File: src/rtl/vtm_pkg.sv
// ----------------------------------------------------------------------------
// vtm_pkg
// Shared types and constants of the vibration trend monitor.
// ----------------------------------------------------------------------------
package vtm_pkg;

    localparam int WINDOW_DEF = 30;
    localparam int RECENT_DEF = 10;

    localparam int SAMPLE_W = 16;
    localparam int LIMIT_W  = 23;
    localparam int SLOPE_W  = 24;
    localparam int HOURS_W  = 10;
    localparam int CFG_IDX_W = 2;
    localparam int CFG_DAT_W = 23;

    localparam int DIV_N = 40;
    localparam int DIV_D = 24;

    localparam logic [SAMPLE_W-1:0] CRIT_RST  = 16'd8192;
    localparam logic [SAMPLE_W-1:0] WARN_RST  = 16'd4096;
    localparam logic [LIMIT_W-1:0]  LIMIT_RST = 23'd655;
    localparam logic [SAMPLE_W-1:0] FILL_RST  = 16'd2048;

    localparam logic [SLOPE_W-1:0] SLOPE_POS_MAX = 24'h7FFFFF;
    localparam logic [SLOPE_W-1:0] SLOPE_NEG_MAX = 24'h800000;
    localparam logic [HOURS_W-1:0] HOURS_UNKNOWN = 10'd999;
    localparam logic [HOURS_W-1:0] HOURS_SAT     = 10'd998;
    localparam int HOURS_SCALE = 384;

    typedef enum logic [CFG_IDX_W-1:0] {
        REG_CRITICAL = 2'd0,
        REG_WARNING  = 2'd1,
        REG_LIMIT    = 2'd2,
        REG_FILL     = 2'd3
    } t_reg_idx;

    typedef enum logic [3:0] {
        ST_IDLE, ST_RD_OLD, ST_RD_DROP, ST_UPD,
        ST_BASE, ST_REC, ST_NUM1, ST_NUM2,
        ST_SLP_LO, ST_SLP_HI, ST_SLP_SUM, ST_SLP_SAT,
        ST_DIVH_S, ST_DIVH_W, ST_FIN
    } t_state;

endpackage

File: src/rtl/vibration_trend_monitor_unit.sv
// ----------------------------------------------------------------------------
// vibration_trend_monitor_unit
// Sliding-window regression slope, recent mean and time-to-critical estimate
// over a ring of vibration samples held in a synchronous memory.
// ----------------------------------------------------------------------------
// Channel  | Direction | Handshake                | Payload
// sample   | in        | i_valid / i_ready        | i_vibration_sample
// result   | out       | o_valid / o_ready        | o_anomaly .. o_hours_to_critical
// config   | in        | i_cfg_valid / o_cfg_ready| i_cfg_index, i_cfg_data
//
// An item passes through the serial hours division only when the slope is
// rising. Before the baseline an item skips the slope and hours states; the
// item that latches the baseline also passes through ST_BASE. Divisions by
// constants use reciprocal products.
// Reset and a fill level write mark every ring entry as holding the fill level.
// A new sample is taken while a finished result still waits on the output;
// the next result waits until the output register is free.
// ----------------------------------------------------------------------------
module vibration_trend_monitor_unit #(
    parameter int WINDOW = vtm_pkg::WINDOW_DEF,
    parameter int RECENT = vtm_pkg::RECENT_DEF
) (
    input  logic                          i_clk,
    input  logic                          i_rst_n,
    input  logic                          i_valid,
    output logic                          i_ready,
    input  logic [vtm_pkg::SAMPLE_W-1:0]  i_vibration_sample,
    output logic                          o_valid,
    input  logic                          o_ready,
    output logic                          o_anomaly,
    output logic                          o_baseline_ready,
    output logic [vtm_pkg::SAMPLE_W-1:0]  o_baseline_level,
    output logic signed [vtm_pkg::SLOPE_W-1:0] o_trend_slope,
    output logic [vtm_pkg::SAMPLE_W-1:0]  o_recent_average,
    output logic [vtm_pkg::HOURS_W-1:0]   o_hours_to_critical,
    input  logic                          i_cfg_valid,
    output logic                          o_cfg_ready,
    input  logic [vtm_pkg::CFG_IDX_W-1:0] i_cfg_index,
    input  logic [vtm_pkg::CFG_DAT_W-1:0] i_cfg_data
);

    localparam int SW   = vtm_pkg::SAMPLE_W;
    localparam int RC   = (RECENT < WINDOW) ? RECENT : WINDOW;
    localparam int PW   = $clog2(WINDOW);
    localparam int SX   = WINDOW * (WINDOW - 1) / 2;
    localparam int DEN  = WINDOW * WINDOW * (WINDOW * WINDOW - 1) / 12;
    localparam int S_W  = SW + $clog2(WINDOW + 1);
    localparam int X_W  = SW + $clog2(SX + 1);
    localparam int R_W  = SW + $clog2(RC + 1);
    localparam int N_W  = X_W + $clog2(WINDOW + 1) + 1;
    localparam int DROP = WINDOW - RC;
    localparam int DN   = vtm_pkg::DIV_N;
    localparam int DD   = vtm_pkg::DIV_D;
    localparam int XN   = N_W + 4;
    localparam int XL   = XN / 2;
    localparam int XH   = XN - XL;
    localparam int KB   = S_W + $clog2(WINDOW);
    localparam int KR   = R_W + $clog2(RC);
    localparam int KS   = XN + $clog2(DEN);
    localparam logic [63:0] MB = ((64'd1 << KB) + 64'(WINDOW) - 64'd1) / 64'(WINDOW);
    localparam logic [63:0] MR = ((64'd1 << KR) + 64'(RC) - 64'd1) / 64'(RC);
    localparam logic [63:0] MS = ((64'd1 << KS) + 64'(DEN) - 64'd1) / 64'(DEN);

    vtm_pkg::t_state r_state, n_state;

    logic [SW-1:0] r_crit, r_warn, r_fill;
    logic [vtm_pkg::LIMIT_W-1:0] r_limit;

    logic [SW-1:0] r_mem [WINDOW];
    logic [WINDOW-1:0] r_vld;
    logic [SW-1:0] r_rd_data;
    logic          r_rd_vld;
    logic [PW-1:0] rd_addr;
    logic [SW-1:0] rd_val;
    logic          mem_we;

    logic [PW-1:0]  r_wp, wp_next;
    logic [PW:0]    drop_sum;
    logic [S_W-1:0] r_s;
    logic [X_W-1:0] r_x;
    logic [R_W-1:0] r_r;
    logic [SW-1:0]  r_cur, r_old, r_base, r_rec;
    logic           r_flag;
    logic [N_W-1:0] r_p1, r_p2, diff;
    logic [N_W-1:0] r_mag;
    logic           r_neg;
    logic signed [vtm_pkg::SLOPE_W-1:0] r_slope, slope_sat;
    logic [vtm_pkg::HOURS_W-1:0] r_hours;

    logic [2*S_W+1:0] base_prod;
    logic [2*R_W+1:0] rec_prod;
    logic [XN-1:0]    slp_dvd;
    logic [XH-1:0]    slp_half;
    logic [XH+XN+1:0] slp_prod, r_plo, r_phi;
    logic [2*XN+1:0]  slp_sum;
    logic [DN-1:0]    r_sq;

    logic          r_ovalid, r_o_anom, r_o_flag;
    logic [SW-1:0] r_o_base, r_o_rec;
    logic signed [vtm_pkg::SLOPE_W-1:0] r_o_slope;
    logic [vtm_pkg::HOURS_W-1:0] r_o_hours;

    logic          div_start, div_busy, div_done;
    logic [DN-1:0] div_dividend, div_q;
    logic [DD-1:0] div_divisor;
    logic [SW-1:0] margin;
    logic          cfg_fill, in_acc, out_load, anom;

    assign o_cfg_ready = 1'b1;
    assign cfg_fill = i_cfg_valid && (i_cfg_index == vtm_pkg::REG_FILL);
    assign i_ready  = (r_state == vtm_pkg::ST_IDLE);
    assign in_acc   = i_valid && i_ready;

    assign wp_next  = (r_wp == PW'(WINDOW - 1)) ? '0 : r_wp + 1'b1;
    assign drop_sum = {1'b0, r_wp} + (PW + 1)'(DROP);
    assign rd_val   = r_rd_vld ? r_rd_data : r_fill;
    assign mem_we   = (r_state == vtm_pkg::ST_UPD);

    always_comb begin
        case (r_state)
            vtm_pkg::ST_RD_OLD, vtm_pkg::ST_RD_DROP:
                rd_addr = (drop_sum >= (PW + 1)'(WINDOW)) ?
                          PW'(drop_sum - (PW + 1)'(WINDOW)) : drop_sum[PW-1:0];
            default: rd_addr = r_wp;
        endcase
    end

    always_ff @(posedge i_clk) begin
        if (mem_we) begin
            r_mem[r_wp] <= r_cur;
        end
        r_rd_data <= r_mem[rd_addr];
    end

    always_ff @(posedge i_clk) begin
        if (!i_rst_n || cfg_fill) begin
            r_vld    <= '0;
            r_rd_vld <= 1'b0;
        end else begin
            if (mem_we) begin
                r_vld[r_wp] <= 1'b1;
            end
            r_rd_vld <= r_vld[rd_addr];
        end
    end

    assign diff   = r_p1 - r_p2;
    assign margin = (r_crit > r_cur) ? r_crit - r_cur : '0;

    assign base_prod = (2*S_W+2)'(r_s) * (2*S_W+2)'(MB[S_W+1:0]);
    assign rec_prod  = (2*R_W+2)'(r_r) * (2*R_W+2)'(MR[R_W+1:0]);
    assign slp_dvd   = {r_mag, 4'b0000};
    assign slp_half  = (r_state == vtm_pkg::ST_SLP_HI) ? slp_dvd[XN-1:XL] :
                       XH'(slp_dvd[XL-1:0]);
    assign slp_prod  = (XH+XN+2)'(slp_half) * (XH+XN+2)'(MS[XN+1:0]);
    assign slp_sum   = {r_phi, {XL{1'b0}}} + (2*XN+2)'(r_plo);

    always_comb begin
        if (!r_neg) begin
            slope_sat = (r_sq > DN'(vtm_pkg::SLOPE_POS_MAX)) ?
                        vtm_pkg::SLOPE_POS_MAX : r_sq[vtm_pkg::SLOPE_W-1:0];
        end else begin
            slope_sat = (r_sq > DN'(vtm_pkg::SLOPE_NEG_MAX)) ?
                        vtm_pkg::SLOPE_NEG_MAX : -r_sq[vtm_pkg::SLOPE_W-1:0];
        end
    end

    assign div_start    = (r_state == vtm_pkg::ST_DIVH_S);
    assign div_dividend = DN'(DN'(margin) * DN'(vtm_pkg::HOURS_SCALE));
    assign div_divisor  = DD'(r_slope);

    vtm_div u_div (
        .i_clk      (i_clk),
        .i_rst_n    (i_rst_n),
        .i_start    (div_start),
        .i_dividend (div_dividend),
        .i_divisor  (div_divisor),
        .o_busy     (div_busy),
        .o_done     (div_done),
        .o_quotient (div_q)
    );

    assign out_load = (r_state == vtm_pkg::ST_FIN) && (!r_ovalid || o_ready);
    assign anom = r_flag && ((r_cur > r_crit) ||
                  ((r_rec > r_warn) &&
                   (r_slope > $signed({1'b0, r_limit}))));

    always_comb begin
        n_state = r_state;
        case (r_state)
            vtm_pkg::ST_IDLE:    if (i_valid) n_state = vtm_pkg::ST_RD_OLD;
            vtm_pkg::ST_RD_OLD:  n_state = vtm_pkg::ST_RD_DROP;
            vtm_pkg::ST_RD_DROP: n_state = vtm_pkg::ST_UPD;
            vtm_pkg::ST_UPD: begin
                n_state = (!r_flag && wp_next == '0) ?
                          vtm_pkg::ST_BASE : vtm_pkg::ST_REC;
            end
            vtm_pkg::ST_BASE:    n_state = vtm_pkg::ST_REC;
            vtm_pkg::ST_REC:     n_state = r_flag ? vtm_pkg::ST_NUM1 : vtm_pkg::ST_FIN;
            vtm_pkg::ST_NUM1:    n_state = vtm_pkg::ST_NUM2;
            vtm_pkg::ST_NUM2:    n_state = vtm_pkg::ST_SLP_LO;
            vtm_pkg::ST_SLP_LO:  n_state = vtm_pkg::ST_SLP_HI;
            vtm_pkg::ST_SLP_HI:  n_state = vtm_pkg::ST_SLP_SUM;
            vtm_pkg::ST_SLP_SUM: n_state = vtm_pkg::ST_SLP_SAT;
            vtm_pkg::ST_SLP_SAT: begin
                n_state = (slope_sat > 0) ? vtm_pkg::ST_DIVH_S : vtm_pkg::ST_FIN;
            end
            vtm_pkg::ST_DIVH_S:  n_state = vtm_pkg::ST_DIVH_W;
            vtm_pkg::ST_DIVH_W:  if (div_done) n_state = vtm_pkg::ST_FIN;
            vtm_pkg::ST_FIN:     if (out_load) n_state = vtm_pkg::ST_IDLE;
            default:             n_state = vtm_pkg::ST_IDLE;
        endcase
    end

    always_ff @(posedge i_clk) begin
        if (!i_rst_n) begin
            r_state <= vtm_pkg::ST_IDLE;
        end else begin
            r_state <= n_state;
        end
    end

    always_ff @(posedge i_clk) begin
        if (!i_rst_n) begin
            r_crit  <= vtm_pkg::CRIT_RST;
            r_warn  <= vtm_pkg::WARN_RST;
            r_limit <= vtm_pkg::LIMIT_RST;
            r_fill  <= vtm_pkg::FILL_RST;
            r_wp    <= '0;
            r_s     <= S_W'(WINDOW * int'(vtm_pkg::FILL_RST));
            r_x     <= X_W'(SX * int'(vtm_pkg::FILL_RST));
            r_r     <= R_W'(RC * int'(vtm_pkg::FILL_RST));
            r_base  <= vtm_pkg::FILL_RST;
            r_flag  <= 1'b0;
        end else if (i_cfg_valid) begin
            case (i_cfg_index)
                vtm_pkg::REG_CRITICAL: r_crit  <= i_cfg_data[SW-1:0];
                vtm_pkg::REG_WARNING:  r_warn  <= i_cfg_data[SW-1:0];
                vtm_pkg::REG_LIMIT:    r_limit <= i_cfg_data;
                vtm_pkg::REG_FILL: begin
                    r_fill <= i_cfg_data[SW-1:0];
                    r_wp   <= '0;
                    r_s    <= S_W'(S_W'(i_cfg_data[SW-1:0]) * S_W'(WINDOW));
                    r_x    <= X_W'(X_W'(i_cfg_data[SW-1:0]) * X_W'(SX));
                    r_r    <= R_W'(R_W'(i_cfg_data[SW-1:0]) * R_W'(RC));
                    r_base <= i_cfg_data[SW-1:0];
                    r_flag <= 1'b0;
                end
                default: begin
                end
            endcase
        end else if (r_state == vtm_pkg::ST_UPD) begin
            r_wp <= wp_next;
            r_s  <= r_s - S_W'(r_old) + S_W'(r_cur);
            r_x  <= r_x - X_W'(r_s - S_W'(r_old)) + X_W'(X_W'(r_cur) * X_W'(WINDOW - 1));
            r_r  <= r_r - R_W'(rd_val) + R_W'(r_cur);
            if (!r_flag && wp_next == '0) begin
                r_flag <= 1'b1;
            end
        end else if (r_state == vtm_pkg::ST_BASE) begin
            r_base <= base_prod[KB +: SW];
        end
    end

    always_ff @(posedge i_clk) begin
        if (in_acc) begin
            r_cur <= i_vibration_sample;
        end
        case (r_state)
            vtm_pkg::ST_RD_OLD: r_old <= rd_val;
            vtm_pkg::ST_UPD: begin
                r_slope <= '0;
                r_hours <= vtm_pkg::HOURS_UNKNOWN;
            end
            vtm_pkg::ST_REC: r_rec <= rec_prod[KR +: SW];
            vtm_pkg::ST_NUM1: begin
                r_p1 <= N_W'(N_W'(r_x) * N_W'(WINDOW));
                r_p2 <= N_W'(N_W'(r_s) * N_W'(SX));
            end
            vtm_pkg::ST_NUM2: begin
                r_neg <= diff[N_W-1];
                r_mag <= diff[N_W-1] ? -diff : diff;
            end
            vtm_pkg::ST_SLP_LO:  r_plo <= slp_prod;
            vtm_pkg::ST_SLP_HI:  r_phi <= slp_prod;
            vtm_pkg::ST_SLP_SUM: r_sq <= DN'(slp_sum[2*XN+1:KS]);
            vtm_pkg::ST_SLP_SAT: r_slope <= slope_sat;
            vtm_pkg::ST_DIVH_W: begin
                if (div_done) begin
                    r_hours <= (div_q > DN'(vtm_pkg::HOURS_SAT)) ?
                               vtm_pkg::HOURS_SAT : div_q[vtm_pkg::HOURS_W-1:0];
                end
            end
            default: begin
            end
        endcase
    end

    always_ff @(posedge i_clk) begin
        if (!i_rst_n) begin
            r_ovalid <= 1'b0;
        end else if (out_load) begin
            r_ovalid <= 1'b1;
        end else if (o_ready) begin
            r_ovalid <= 1'b0;
        end
    end

    always_ff @(posedge i_clk) begin
        if (out_load) begin
            r_o_anom  <= anom;
            r_o_flag  <= r_flag;
            r_o_base  <= r_base;
            r_o_slope <= r_slope;
            r_o_rec   <= r_rec;
            r_o_hours <= r_hours;
        end
    end

    assign o_valid             = r_ovalid;
    assign o_anomaly           = r_o_anom;
    assign o_baseline_ready    = r_o_flag;
    assign o_baseline_level    = r_o_base;
    assign o_trend_slope       = r_o_slope;
    assign o_recent_average    = r_o_rec;
    assign o_hours_to_critical = r_o_hours;

    a_wp_range: assert property (@(posedge i_clk) disable iff (!i_rst_n)
        r_wp <= PW'(WINDOW - 1))
        else $error("Write pointer left the ring.");

    a_flag_fall: assert property (@(posedge i_clk) disable iff (!i_rst_n)
        $fell(r_flag) |-> $past(cfg_fill))
        else $error("Baseline flag cleared without a fill level write.");

    a_div_start: assert property (@(posedge i_clk) disable iff (!i_rst_n)
        div_start |-> !div_busy)
        else $error("Divider started while busy.");

    a_no_base_out: assert property (@(posedge i_clk) disable iff (!i_rst_n)
        (o_valid && !o_baseline_ready) |->
        (o_trend_slope == '0 && o_hours_to_critical == vtm_pkg::HOURS_UNKNOWN
         && !o_anomaly))
        else $error("Trend result reported before the baseline.");

endmodule

File: src/rtl/vtm_div.sv
// ----------------------------------------------------------------------------
// vtm_div
// Unsigned restoring divider, one quotient bit per cycle.
// ----------------------------------------------------------------------------
module vtm_div (
    input  logic                       i_clk,
    input  logic                       i_rst_n,
    input  logic                       i_start,
    input  logic [vtm_pkg::DIV_N-1:0]  i_dividend,
    input  logic [vtm_pkg::DIV_D-1:0]  i_divisor,
    output logic                       o_busy,
    output logic                       o_done,
    output logic [vtm_pkg::DIV_N-1:0]  o_quotient
);

    localparam int N = vtm_pkg::DIV_N;
    localparam int D = vtm_pkg::DIV_D;
    localparam int CW = $clog2(N);

    logic          r_busy;
    logic          r_done;
    logic [CW-1:0] r_cnt;
    logic [D-1:0]  r_rem;
    logic [D-1:0]  r_dvs;
    logic [N-1:0]  r_quo;
    logic [D:0]    trial;
    logic          fits;

    assign trial = {r_rem, r_quo[N-1]};
    assign fits  = (trial >= {1'b0, r_dvs});

    always_ff @(posedge i_clk) begin
        if (!i_rst_n) begin
            r_busy <= 1'b0;
            r_done <= 1'b0;
            r_cnt  <= '0;
        end else begin
            r_done <= 1'b0;
            if (i_start && !r_busy) begin
                r_busy <= 1'b1;
                r_cnt  <= '0;
            end else if (r_busy) begin
                r_cnt <= r_cnt + 1'b1;
                if (r_cnt == CW'(N - 1)) begin
                    r_busy <= 1'b0;
                    r_done <= 1'b1;
                end
            end
        end
    end

    always_ff @(posedge i_clk) begin
        if (i_start && !r_busy) begin
            r_rem <= '0;
            r_dvs <= i_divisor;
            r_quo <= i_dividend;
        end else if (r_busy) begin
            r_rem <= fits ? D'(trial - {1'b0, r_dvs}) : trial[D-1:0];
            r_quo <= {r_quo[N-2:0], fits};
        end
    end

    assign o_busy     = r_busy;
    assign o_done     = r_done;
    assign o_quotient = r_quo;

endmodule

File: config.mk
export PLATFORM = sky130hd
export DESIGN_NAME = vibration_trend_monitor_unit
export DESIGN_NICKNAME = d
export VERILOG_FILES = /design/src/rtl/vtm_pkg.sv /design/src/rtl/vibration_trend_monitor_unit.sv /design/src/rtl/vtm_div.sv
export SDC_FILE = /design/constraint.sdc
export NUM_CORES = 2
export LEC_CHECK = 0
export CAP_MARGIN = 0
export CORE_MARGIN = 1
export CORE_UTILIZATION = 30
export CTS_CLUSTER_DIAMETER = 50
export DETAILED_ROUTE_END_ITERATION = 10
export DONT_BUFFER_PORTS = 1
export SYNTH_ARGS = -nofsm -noshare
export SYNTH_HDL_FRONTEND = slang
export SYNTH_SLANG_ARGS = --single-unit
File: constraint.sdc
create_clock -name i_clk -period 13.75 [get_ports i_clk]
set_input_delay 4.125 -clock i_clk [delete_from_list [all_inputs] [get_ports i_clk]]
set_output_delay 4.125 -clock i_clk [all_outputs]
set_load 0.005 [all_outputs]
==> metrics <==
YS warnings=0; CP most frequent cell=fa_1; Post-Syn Instances=7931; die width=roughly 540 um; crit-path max FO=64; area added between synthesis and finish=11.4%; worst skew pair latency=around 0.85 ns; vias in the first global route=~61000; Slowest-stage cell, CP=buf_4; WP buf/inv=6; top cell type's share of synthesized area=around 30%; peak supply drop=0.171 mV; DP Area=a little over 0.09 mm^2; Final WS setup=4.36 ns; final setup fails=0; count leader, synth=inv_1; Post-CTS Setup Repair Bufs=0; sequential cell area fraction in the yosys report=35.8%; status=complete, no violations; drt pass-1 iters=6; CP top delay family=adder cells; first-pass GRT wire length=about 380 mm; number of nets in the layout=just under 10000; CP Data Required Time=14.33 ns; MaxCap Viol Count=0; crit start category=flip-flop; Mean Syn Cell Area=around 11 um^2; via count=59565; Arrival @ worst endpoint=~10 ns; cell leakage power=~43 nW; Ports=~120; Placed Cells=~12000; setup TNS=0 ns; root buf cell=clkbuf_16; Clock Path Buffers=4; fin cells=around 12000; total track usage=17.2%; fin crit share=roughly 68%; f_max=~0.11 GHz; cts hold-fix bufs=0; Die Area=about 0.30 mm^2; final wirelength=approximately 250 mm; pre-CTS WS=4.46 ns; Clock Skew=about 0.09 ns; Tmin final=approximately 9.4 ns; post-synth top area cell=edfxtp_1; Post-synth top cells=1394 x inv_1, 1038 x ha_1, 874 x edfxtp_1; Final Util=33.7%; post-DP HPWL=about 200 mm; htree depth=4; clk slew on worst S/H paths=0.06 ns; Die Span Y=about 540 um; Post-synth EDFFs=a little under 900; post_cts resized=0; gpl congestion=~0.94; fraction of registers with async set or reset after synthesis=0%; FF+latch count, synth=between 1000 and 1500; pwr dens=152 mW/mm^2; Worst Hold Class=reg -> reg; CTS tree=done; port bufs=0; Netlist cell types=92; total CTS buffers=153; Design Area, Final=0.0982 mm^2; ANT nets after route=0; slew margin rel.=between 10% and 20%; Initial Utilization=between 30 and 40%; mapped cell area=about 0.09 mm^2; Main synth FF type=edfxtp_1; floorplan row count=between 150 and 200; Post-Syn Nets=just under 10000; Vias/cell=4.96; share of cells above drive strength 1=7.02%; Fin. Hold Viols=0; clock sinks=1139; Slew @ Worst Pin=1.26 ns; initial DRC count=approximately 4800; initial antenna violation count=7; top cells by area, synth=edfxtp_1 30%, fa_1 17%, ha_1 15%, dfxtp_1 6.0%, inv_1 5.9%; unrepaired setup endpoints after global routing=no; CORE AREA=0.292 mm^2; CP peak stage delay=between 0.6 and 0.7 ns; largest net degree at the start of global routing=approximately 110; critical path class=reg -> reg; kind of end point of the critical path=flip-flop; per-cell routed wire length=21.2 um; Max Slew Vio Count=0; Overflow after GRT=0; # fillers=about 29000; # DRC=0
## report_power, final
group / total (mW) / internal (mW) / switching (mW)
Combinational: 6.96 / 2.93 / 4.02
Sequential: 4.06 / 3.94 / 0.120
Clock: 3.92 / 2.35 / 1.57
Total: 14.9 / 9.22 / 5.71
## layout make-up
class	instances	area [um^2]	area share [%]
multi-input cells	5215	50800	51.7
clock inverters	86	862	0.878
inverters	1396	5240	5.34
diodes	1	2.50	0.00255
clock buffers	184	4120	4.20
flip-flops and latches	1139	31600	32.1
repair buffers	95	726	0.739
well taps	3900	4880	4.97
## layer usage
metal / share of wire (%) / track usage (%) / routed length (um) / up-vias
met4: 3.6 / 5.87 / 9200 / 0
met1: 44 / 23.2 / 113000 / 29832
met5: 0 / 0 / 0 / -
met3: 6.0 / 2.54 / 15300 / 379
met2: 46 / 28.0 / 117000 / 1830
li1: - / - / - / 27524
## kinds of logic after synthesis
kind of cell,Yosys count,synth area share [%]
simple gates,1464,7.72
fa+ha+maj,1781,31.6
flops,1139,35.8
mux,240,4.48
other cells,1,0.00426
xor+xnor,367,3.65
compound gates,1362,10.0
buf+inv,1577,6.72
## sequential cells by signal, summed over array words and instances, names as in the netlist, 25 cells and up
register          count
r_mag                31
r_mem               480
r_p1                 29
r_p2                 30
r_phi                54
r_plo                37
r_vld                30
r_x                  25
u_div.o_quotient     40
## metrics by stage
stage / power, mW / hold WS (ns)
2_1_floorplan: 9.38 / 0.400
3_3_place_gp: 10.9 / 0.412
6_report: 14.9 / 0.392
5_1_grt: 16.1 / 0.391
4_1_cts: 15.0 / 0.378
3_5_place_dp: 11.0 / 0.411
## path summary, 6_finish.rpt
kind         slack (ns)              endpoint       start  depth (start not counted)
max                4.36             r_plo[48]  r_state[0]                         26
min                0.39  o_baseline_level[10]  r_base[10]                          0
max reg2reg        4.36             r_plo[48]  r_state[0]                         26
min reg2reg        0.39  o_baseline_level[10]  r_base[10]                          0
## cells in the final DEF (no fill, tap or decap), types with 18 or more instances in the layout
master     count
a211oi_1      70
a21o_1       161
a21oi_1      406
a221oi_1      18
a22o_1        19
a31oi_1       33
and2_1        28
and3_1        32
buf_4         94
clkbuf_1      19
clkbuf_16    158
clkinv_1      18
dfxtp_1      263
edfxtp_1     874
fa_1         743
ha_1        1038
inv_1       1394
inv_6         18
mux2_2        43
mux2i_1       76
mux4_2       119
nand2_1      501
nand2b_1      45
nand3_1       94
nand4_1       53
nor2_1       392
nor2b_1       60
nor3_1        81
nor4_1        26
o211ai_1      74
o21a_1        48
o21ai_0      259
o21bai_1      36
o31ai_1       32
or2_2         23
or3_1         61
xnor2_1      237
xor2_1       129
Note: power is estimated with default switching activity, not from simulation.
